$ cat src/rtl/eight_bit_alu_with_flags_macros.svh
// Assertion macros for the eight-bit ALU.
// Used by the top level only; expects clk and arst_n in scope.
`ifndef EIGHT_BIT_ALU_WITH_FLAGS_MACROS_SVH
`define EIGHT_BIT_ALU_WITH_FLAGS_MACROS_SVH

// Same-cycle implication, checked out of reset
`define EALU_ASSERT_NOW(label, ante, cons, msg) \
	label: assert property (@(posedge clk) disable iff (!arst_n) (ante) |-> (cons)) \
		else $error(msg);

// Next-cycle implication, checked out of reset
`define EALU_ASSERT_NEXT(label, ante, cons, msg) \
	label: assert property (@(posedge clk) disable iff (!arst_n) (ante) |=> (cons)) \
		else $error(msg);

`endif

$ cat src/rtl/ealu_pkg.sv
// Shared types and operation codes for the eight-bit ALU.
// No dependencies; imported by ealu_core and eight_bit_alu_with_flags.
`default_nettype none

package ealu_pkg;

	// Operation codes carried in the cmd field
	typedef enum logic [4:0] {
		CMD_ADD  = 5'd0,
		CMD_SUB  = 5'd1,
		CMD_AND  = 5'd2,
		CMD_OR   = 5'd3,
		CMD_XOR  = 5'd4,
		CMD_CP   = 5'd5,
		CMD_INC  = 5'd6,
		CMD_DEC  = 5'd7,
		CMD_RLC  = 5'd8,
		CMD_RRC  = 5'd9,
		CMD_RL   = 5'd10,
		CMD_RR   = 5'd11,
		CMD_SLA  = 5'd12,
		CMD_SRA  = 5'd13,
		CMD_SRL  = 5'd14,
		CMD_SWAP = 5'd15,
		CMD_BIT  = 5'd16
	} alu_cmd_t;

	localparam logic [3:0] NIBBLE_ALL_ONES = 4'hf;

	// Stored condition flags
	typedef struct packed {
		logic z;
		logic n;
		logic h;
		logic c;
	} alu_flags_t;

	// One operation request
	typedef struct packed {
		logic [4:0] cmd;
		logic [7:0] operand_a;
		logic [7:0] operand_b;
		logic       carry_in;
		logic [2:0] bit_index;
	} alu_req_t;

	// One operation result
	typedef struct packed {
		logic [7:0] result_byte;
		logic       result_written;
		logic       zero_out;
		logic       subtract_out;
		logic       half_carry_out;
		logic       carry_out;
	} alu_res_t;

endpackage

`default_nettype wire

$ cat src/rtl/ealu_core.sv
// Combinational datapath of the eight-bit ALU: adder, logic ops, shifter, bit test.
// Depends on ealu_pkg for the request, result and flag types.
`default_nettype none

module ealu_core
	import ealu_pkg::*;
(
	input  wire alu_req_t   req,
	input  wire alu_flags_t flags,
	output alu_res_t        res
);

	logic [8:0] sum9;
	logic [4:0] sum_lo;
	logic [8:0] diff9;
	logic [4:0] diff_lo;
	logic       sub_ci;
	logic [7:0] a;
	logic [7:0] b;
	logic [7:0] r;
	logic       wr;
	alu_flags_t nf;

	assign a = req.operand_a;
	assign b = req.operand_b;

	// Compare drops the extra borrow
	assign sub_ci = (req.cmd == CMD_CP) ? 1'b0 : req.carry_in;

	// Add and subtract with nibble carry for half-carry
	assign sum9    = {1'b0, a} + {1'b0, b} + {8'd0, req.carry_in};
	assign sum_lo  = {1'b0, a[3:0]} + {1'b0, b[3:0]} + {4'd0, req.carry_in};
	assign diff9   = {1'b0, a} - {1'b0, b} - {8'd0, sub_ci};
	assign diff_lo = {1'b0, a[3:0]} - {1'b0, b[3:0]} - {4'd0, sub_ci};

	// Decode the operation into byte and new flags
	always_comb begin
		r  = 8'd0;
		wr = 1'b1;
		nf = flags;
		unique case (alu_cmd_t'(req.cmd))
			CMD_ADD: begin
				r  = sum9[7:0];
				nf = '{z: (r == 8'd0), n: 1'b0, h: sum_lo[4], c: sum9[8]};
			end
			CMD_SUB, CMD_CP: begin
				r  = diff9[7:0];
				nf = '{z: (r == 8'd0), n: 1'b1, h: diff_lo[4], c: diff9[8]};
				if (req.cmd == CMD_CP) begin
					r  = 8'd0;
					wr = 1'b0;
				end
			end
			CMD_AND: begin
				r  = a & b;
				nf = '{z: (r == 8'd0), n: 1'b0, h: 1'b1, c: 1'b0};
			end
			CMD_OR: begin
				r  = a | b;
				nf = '{z: (r == 8'd0), n: 1'b0, h: 1'b0, c: 1'b0};
			end
			CMD_XOR: begin
				r  = a ^ b;
				nf = '{z: (r == 8'd0), n: 1'b0, h: 1'b0, c: 1'b0};
			end
			CMD_INC: begin
				r  = a + 8'd1;
				nf = '{z: (r == 8'd0), n: 1'b0, h: (r[3:0] == 4'd0), c: flags.c};
			end
			CMD_DEC: begin
				r  = a - 8'd1;
				nf = '{z: (r == 8'd0), n: 1'b1, h: (r[3:0] == NIBBLE_ALL_ONES), c: flags.c};
			end
			CMD_RLC: begin
				r  = {a[6:0], a[7]};
				nf = '{z: (r == 8'd0), n: 1'b0, h: 1'b0, c: a[7]};
			end
			CMD_RRC: begin
				r  = {a[0], a[7:1]};
				nf = '{z: (r == 8'd0), n: 1'b0, h: 1'b0, c: a[0]};
			end
			CMD_RL: begin
				r  = {a[6:0], flags.c};
				nf = '{z: (r == 8'd0), n: 1'b0, h: 1'b0, c: a[7]};
			end
			CMD_RR: begin
				r  = {flags.c, a[7:1]};
				nf = '{z: (r == 8'd0), n: 1'b0, h: 1'b0, c: a[0]};
			end
			CMD_SLA: begin
				r  = {a[6:0], 1'b0};
				nf = '{z: (r == 8'd0), n: 1'b0, h: 1'b0, c: a[7]};
			end
			CMD_SRA: begin
				r  = {a[7], a[7:1]};
				nf = '{z: (r == 8'd0), n: 1'b0, h: 1'b0, c: a[0]};
			end
			CMD_SRL: begin
				r  = {1'b0, a[7:1]};
				nf = '{z: (r == 8'd0), n: 1'b0, h: 1'b0, c: a[0]};
			end
			CMD_SWAP: begin
				r  = {a[3:0], a[7:4]};
				nf = '{z: (r == 8'd0), n: 1'b0, h: 1'b0, c: 1'b0};
			end
			CMD_BIT: begin
				wr = 1'b0;
				nf = '{z: !a[req.bit_index], n: 1'b0, h: 1'b1, c: flags.c};
			end
			default: begin
				// unused code: no operation, flags hold
				wr = 1'b0;
			end
		endcase
	end

	// Pack the result
	assign res = '{
		result_byte:    r,
		result_written: wr,
		zero_out:       nf.z,
		subtract_out:   nf.n,
		half_carry_out: nf.h,
		carry_out:      nf.c
	};

endmodule

`default_nettype wire

$ cat src/rtl/eight_bit_alu_with_flags.sv
// Eight-bit ALU with zero, subtract, half-carry and carry flags. An operation
// is taken into an input register, evaluated by ealu_core against the stored
// flags, and the result lands in an output register: res_valid rises once the
// operation has passed through the input and then the output register, and one
// operation can be taken every cycle unless op stalls. The stored flags update
// as each operation leaves the input register, so rotates through carry, INC,
// DEC and BIT see the flags of the operation just before them. The result
// register lets a new operation enter while a finished result waits; with both
// registers full and res stalled, op stalls.
// Flags reset to zero. Depends on ealu_pkg, ealu_core and the macro header.
`default_nettype none

`include "eight_bit_alu_with_flags_macros.svh"

module eight_bit_alu_with_flags
	import ealu_pkg::*;
(
	input  wire           clk,
	input  wire           arst_n,
	input  wire           op_valid,
	output logic          op_stall,
	input  wire alu_req_t op_data,
	output logic          res_valid,
	input  wire           res_stall,
	output alu_res_t      res_data
);

	alu_req_t   item_s1;
	logic       valid_s1;
	alu_res_t   res_s2;
	logic       valid_s2;
	alu_flags_t flags_q;
	alu_res_t   core_res;
	logic       take_in;
	logic       adv_s1;
	alu_flags_t held_flags;
	logic       keep_carry_adv;
	logic       no_byte_adv;
	logic       byte_clear_s2;

	// Handshake control
	assign adv_s1   = valid_s1 && (!valid_s2 || !res_stall);
	assign op_stall = valid_s1 && !adv_s1;
	assign take_in  = op_valid && !op_stall;

	// Datapath between the two registers
	ealu_core u_core (
		.req   (item_s1),
		.flags (flags_q),
		.res   (core_res)
	);

	// Advance valid bits and flags
	always_ff @(posedge clk or negedge arst_n) begin
		if (!arst_n) begin
			valid_s1 <= 1'b0;
			valid_s2 <= 1'b0;
			flags_q  <= '0;
		end else begin
			valid_s1 <= take_in || (valid_s1 && !adv_s1);
			valid_s2 <= adv_s1 || (valid_s2 && res_stall);
			if (adv_s1) begin
				flags_q <= '{z: core_res.zero_out, n: core_res.subtract_out,
					h: core_res.half_carry_out, c: core_res.carry_out};
			end
		end
	end

	// Load payload registers on transfer
	always_ff @(posedge clk) begin
		if (take_in) begin
			item_s1 <= op_data;
		end
		if (adv_s1) begin
			res_s2 <= core_res;
		end
	end

	assign res_valid = valid_s2;
	assign res_data  = res_s2;

	// Terms for the checks below
	assign held_flags = '{z: res_s2.zero_out, n: res_s2.subtract_out,
		h: res_s2.half_carry_out, c: res_s2.carry_out};
	assign keep_carry_adv = adv_s1 && (item_s1.cmd == CMD_INC || item_s1.cmd == CMD_DEC ||
		item_s1.cmd == CMD_BIT);
	assign no_byte_adv    = adv_s1 && (item_s1.cmd == CMD_CP || item_s1.cmd == CMD_BIT);
	assign byte_clear_s2  = !res_s2.result_written && (res_s2.result_byte == 8'd0);

	// Stored flags always match the result held at the output
	`EALU_ASSERT_NOW(a_flags_track, valid_s2, flags_q == held_flags, "flags differ from held result")
	// INC, DEC and BIT keep the previous carry
	`EALU_ASSERT_NEXT(a_carry_kept, keep_carry_adv, res_s2.carry_out == $past(flags_q.c), "carry changed")
	// Compare and bit test write no byte
	`EALU_ASSERT_NEXT(a_no_write, no_byte_adv, byte_clear_s2, "compare or bit test wrote a byte")

endmodule

`default_nettype wire
$ cat config.mk
export PLATFORM = sky130hd
export DESIGN_NAME = eight_bit_alu_with_flags
export DESIGN_NICKNAME = d
export VERILOG_FILES = /design/src/rtl/ealu_pkg.sv /design/src/rtl/ealu_core.sv /design/src/rtl/eight_bit_alu_with_flags.sv
export VERILOG_INCLUDE_DIRS = /design/src /design/src/rtl
export SDC_FILE = /design/constraint.sdc
export NUM_CORES = 1
export LEC_CHECK = 0
export BUFFER_PORTS_ARGS = -buffer_cell sky130_fd_sc_hd__buf_2
export CORE_UTILIZATION = 59
export CTS_BUF_LIST = sky130_fd_sc_hd__clkbuf_8
export DETAILED_ROUTE_END_ITERATION = 10
export PLACE_DENSITY = 0.8
export SETUP_SLACK_MARGIN = 0.3
export SYNTH_ARGS = -nofsm -noshare
export SYNTH_HDL_FRONTEND = slang
export SYNTH_SLANG_ARGS = --single-unit
$ cat constraint.sdc
create_clock -name clk -period 9.5 [get_ports clk]
set_clock_uncertainty 0.15 [all_clocks]
set_input_delay 0.475 -clock clk [delete_from_list [all_inputs] [get_ports clk]]
set_output_delay 0.475 -clock clk [all_outputs]
set_load 0.05 [all_outputs]
; Yosys cells after proc, flatten, opt, wreduce, memory -nomap -nowiden
; Index checks and enable logic that the tools add are counted.
; W data, S select, Z words.
[totals]
ramBits = 0
latch_bits = 0
reg_bits = 44
mem_bits_ro = 0
input_bits = 29
n_memories = 0
elab_cells = 87
out_inout_bits = 15
[classes]
n_lt_le_gt_ge = 1
n_bitwise = 3
div = 0
shift = 0
n_addsub = 10
reduce_logical = 31
mul = 0
muxes = 8
eq_ne = 17
[ops]
columns = cell, n
row1 = $pmux W8 S15, 1
row2 = $logic_not A8 Y1, 13
row3 = $pmux W4 S16, 1
row4 = $eq A5 B4 Y1 const B, 8
row5 = $eq A5 B3 Y1 const B, 4
row6 = $logic_not A7 Y1, 2
row7 = $reduce_or A14 Y1, 1
row8 = $eq A5 B2 Y1 const B, 2
row9 = $add A8 B8 Y9, 1
row10 = $add A9 B1 Y9, 1
row11 = $sub A8 B8 Y9, 1
row12 = $sub A9 B1 Y9, 1
row13 = $add A8 B1 Y8 const B, 1
row14 = $and A8 B8 Y8, 1
row15 = $mux W8, 1
row16 = $or A8 B8 Y8, 1
row17 = $sub A8 B1 Y8 const B, 1
row18 = $xor A8 B8 Y8, 1
row19 = $add A4 B4 Y5, 1
row20 = $add A5 B1 Y5, 1
row21 = $eq A5 B1 Y1 const B, 1
row22 = $eq A5 B5 Y1 const B, 1
row23 = $logic_not A1 Y1, 5
row24 = $logic_not A5 Y1, 1
row25 = other kinds (11), 18

; Longest topological paths before layout
[logic_depth]
word_depth = 8
mapped_depth = 14
ltp_nobuf = 13

; By module
; A second synthesis with hierarchy kept.
[unflattened]
hier_cells = 406
hier_area_um2 = 3875.0
[by_module_without_submodules]
columns = mod, cells_per_inst, n_inst, area_per_inst_um2
row1 = ealu_core, 352, 1, 2489.9
row2 = eight_bit_alu_with_flags, 54, 1, 1385.1

; Worst setup path before layout
; Ideal clock, no wire load.
[synth_timing]
path_kind = register to register
start = reg item_s1[21] (netlist bit)
end = reg res_s2, in the netlist res_data[9] (data pin)
setup_time_ns = 0.256
t_required_ns = 9.094
path_stages_with_launch = 13
arrival_time_ns = 2.840
n_path_buf = 1
path_slack_ns = 6.255
path_cell_list = edfxtp_1 -> clkbuf_1 -> nor3_1 -> nand2_1 -> nand2_1 -> fa_1 -> fa_1 -> o21ai_0 -> and2b_1 -> xnor2_1 -> a22oi_1 -> nand3_1 -> a31o_2
[synth_lines]
columns = item, line
row1 = from (decl), eight_bit_alu_with_flags.sv:28  ; alu_req_t item_s1;
row2 = from (signal assigned), eight_bit_alu_with_flags.sv:72  ; item_s1 <= op_data;
row3 = to (signal assigned), eight_bit_alu_with_flags.sv:75  ; res_s2 <= core_res;
row4 = to (decl), eight_bit_alu_with_flags.sv:30  ; alu_res_t res_s2;

==> flow_summary.toml <==
[status]
status = "finished clean"

[sta]
maxSlewViolCount = 0
period_share_pct = 42.5
rsz0062_at_grt = "false"
timing.fmax_ghz = 0.247
post-route-min-period_ns = 4.04
hold_ws_ns = 0.184
setup_tns_ns = 0
slew-limit-headroom_pct = 44.4
tightest_slew_ns = 0.828
setup_ws_ns = 5.46
hold_violations = 0
setup_violations = 0

[yosys]
postSynthNetCount = 474
yosysSeqAreaShare_pct = 33.7
synth_area_leaders = "edfxtp_1 30%, ha_1 11%, dfrtp_1 3.9%, xnor2_1 3.9%, inv_1 3.3%"
yosys.cell_types.count = 70
synth_area_leader_cell = "edfxtp_1"
synth_cells = 406
mappedNetlistArea_mm2 = 0.00383
synth-seq-cells = 44
synthDominantCellAreaShare_pct = 29.8
ys_async_sr_fraction_pct = 13.6
ys.flop_type = "edfxtp_1"
synth_warnings = 0
synth_edf_count = 38
syn_avg_cell_area_um2 = 9.45

[power_and_ir_drop]
powerDensity_mw_per_mm2 = 144
pwr-share-clk_pct = 25.9
p_comb_share_pct = 31.0
p_sw_w = 0.000214
internal-power_w = 0.000387
p_leak_nw = 1.70
seqPwrFrac_pct = 43.1
power_switching_share_pct = 35.7
vdd_drop_max_v = 0.000113

[floorplanning]
start_util_pct = 60.7
die_h_um = 82.6
fp.dieW_um = 82.6
die-area_mm2 = 0.00683
rows = 29
fp.coreArea_mm2 = 0.00631
io_pins = 44

[drt]
ant_nets = 0
remaining_drc_errors = 0
vias_per_cell = 6.73
wl_um = 11400
routedWlPerCell_um = 22.1
via_count = 3465
drtIter0Drc = 510
drt_pass1_iterations = 6

[placed_design]
port_buffers = 43
place_hpwl_um = 8650
dp_slack_ns = 5.54
gp_congestion = 0.995
place_inst = 506

[setup_path]
start_kind = "register"
slowest_delay_ns = 0.82
crit_slowest_cell = "edfxtp_1"
crit_fanout = 24
path_class = "reg -> reg"
endpoint_kind = "register"
crit_arrival_ns = 3.96
required_ns = 9.41
crit_chain = "nand2b_1 > nor3_1 > nand2_1 > nand2_1 > fa_1 > inv_1 > ha_1 > o21ai_0 > a32oi_1 > mux2i_1 > o21ai_0 > nand3_1 > a221o_1"
regToRegSetupSlack_ns = 5.46

[clock_tree]
numCtsBuffers = 5
clkTransAtPathRegs_ns = 0.09
cts.path.max_buffers = 2
clock-sinks = 44
clk_latency_ns = 0.31
htree_levels = 2
cts_setup_buffers = 0
cts_root_buf = "clkbuf_8"
cts_tree = "yes"

[global_route]
grt_use_total_pct = 35.8
antenna_found_initial = 0
grt_overflow = 0
grt_pass1_vias = 3222
grt_max_degree = 26
grt_pass1_wl_um = 17500

[layout]
drive_gt1_share_pct = 15.5
finalNonFillerCells = 515
antenna_cells = 0
areaGrowthSynthToFinish_pct = 8.94
fin_nets = 505

[hold_path]
hold_class = "in -> reg"

[run]
drv_cap = 0
-- stage by stage --
stage / instance area (um2) / power, W / utilization [%]
after global placement: 4050 / 0.000440 / 64.1
after global routing: 4180 / 0.000628 / 66.2
after detailed placement: 4050 / 0.000444 / 64.1
after CTS: 4180 / 0.000599 / 66.2
final: 4180 / 0.000601 / 66.2
after floorplan: 3830 / 0.000391 / -
-- final cells by class --
cell class | instances | area, um2
Clock inverter | 2 | 38.8
Clock buffer | 6 | 82.6
Inverter | 34 | 128
Sequential cell | 44 | 1290
Tap cell | 77 | 96.3
Timing Repair Buffer | 45 | 233
Multi-Input combinational cell | 307 | 2310
Fill cell | 547 | 2140
-- critical path, delay by kind of cell (launching register included) --
family / cells / cell delay (ns)
simple gates: 5 / 1.04
compound gates: 4 / 1.00
flops: 1 / 0.82
fa+ha+maj: 2 / 0.55
mux: 1 / 0.16
buf+inv: 1 / 0.07
-- cells in the mapped netlist, drive strengths merged, types with 5 or more instances --
cell and count:
or3 5, edfxtp 38, nor2 24, dfrtp 6, xnor2 17, a31oi 7, nand2b 5, ha 35
nor3 10, xor2 5, a22oi 11, a221oi 5, nand3 22, nand4 9, inv 34, nand2 21
clkbuf 6, and2 5, and3 6, buf 15, a21oi 17, mux2i 7, nor4 6, o21ai 24
-- cell usage in the layout (no fill, tap or decap), types with 4 or more instances in the layout --
cell	n
fa_1	4
or4_1	4
buf_2	43
and2_1	5
or3_1	4
nand2_1	20
o21ai_0	24
and3_1	5
mux2i_1	7
edfxtp_1	38
a21oi_1	17
dfrtp_1	6
inv_1	34
ha_1	35
a22oi_1	11
a31oi_1	7
nor2_1	23
clkbuf_8	6
nand2b_1	5
nor4_1	6
xnor2_1	17
a211oi_1	4
a221oi_1	5
nand4_1	9
xor2_1	5
nor2b_1	4
nor3_1	9
nand3_1	22
-- power by group through the flow --
stage / clock (W) / combinational (W) / sequential (W)
detailed placement: 0 / 0.000182 / 0.000262
global placement: 0 / 0.000180 / 0.000261
global route: 0.000163 / 0.000202 / 0.000263
floorplan: 0 / 0.000122 / 0.000269
CTS: 0.000158 / 0.000183 / 0.000257
finish: 0.000156 / 0.000186 / 0.000259
-- cells by family (layout without fill, tap and decap cells) --
kind of cell    after synthesis  after routing  synth area share (%)
compound gates               97             97                  17.5
xor+xnor                     22             22                  5.02
fa+ha+maj                    39             39                  13.5
simple gates                137            137                  19.9
mux                          12             12                  4.27
flops                        44             44                  33.7
buf+inv                      55             87                  6.13
-- sequential cells by signal, indices dropped and copies added (netlist names) --
register / count
item_s1: 25
res_data: 13
flags_q: 4
res_valid: 1
valid_s1: 1
-- final timing paths --
path,from,end,depth (start not counted)
max reg2reg,item_s1[20],res_data[12],13
min reg2reg,valid_s1,res_valid,1
max,item_s1[20],res_data[12],13
min,op_data[18],item_s1[18],1
min in group asynchronous,arst_n,res_valid,2
max in group asynchronous,arst_n,flags_q[2],2
-- routing by layer --
layer | vias up | global-route usage [%] | routed length (um)
met5 | - | 0 | 0
met4 | 0 | 15.5 | 367
met3 | 34 | 7.69 | 1160
met2 | 210 | 55.8 | 5100
met1 | 1640 | 47.8 | 4770
li1 | 1581 | - | -
-- what timing repair did --
action | CTS | global route
resized for setup | 0 | 0
endpoints found under the hold margin | 6 | 0
hold buffers | 1 | 0
endpoints found under the setup margin | 0 | 0
(Power assumes the default switching activity.)
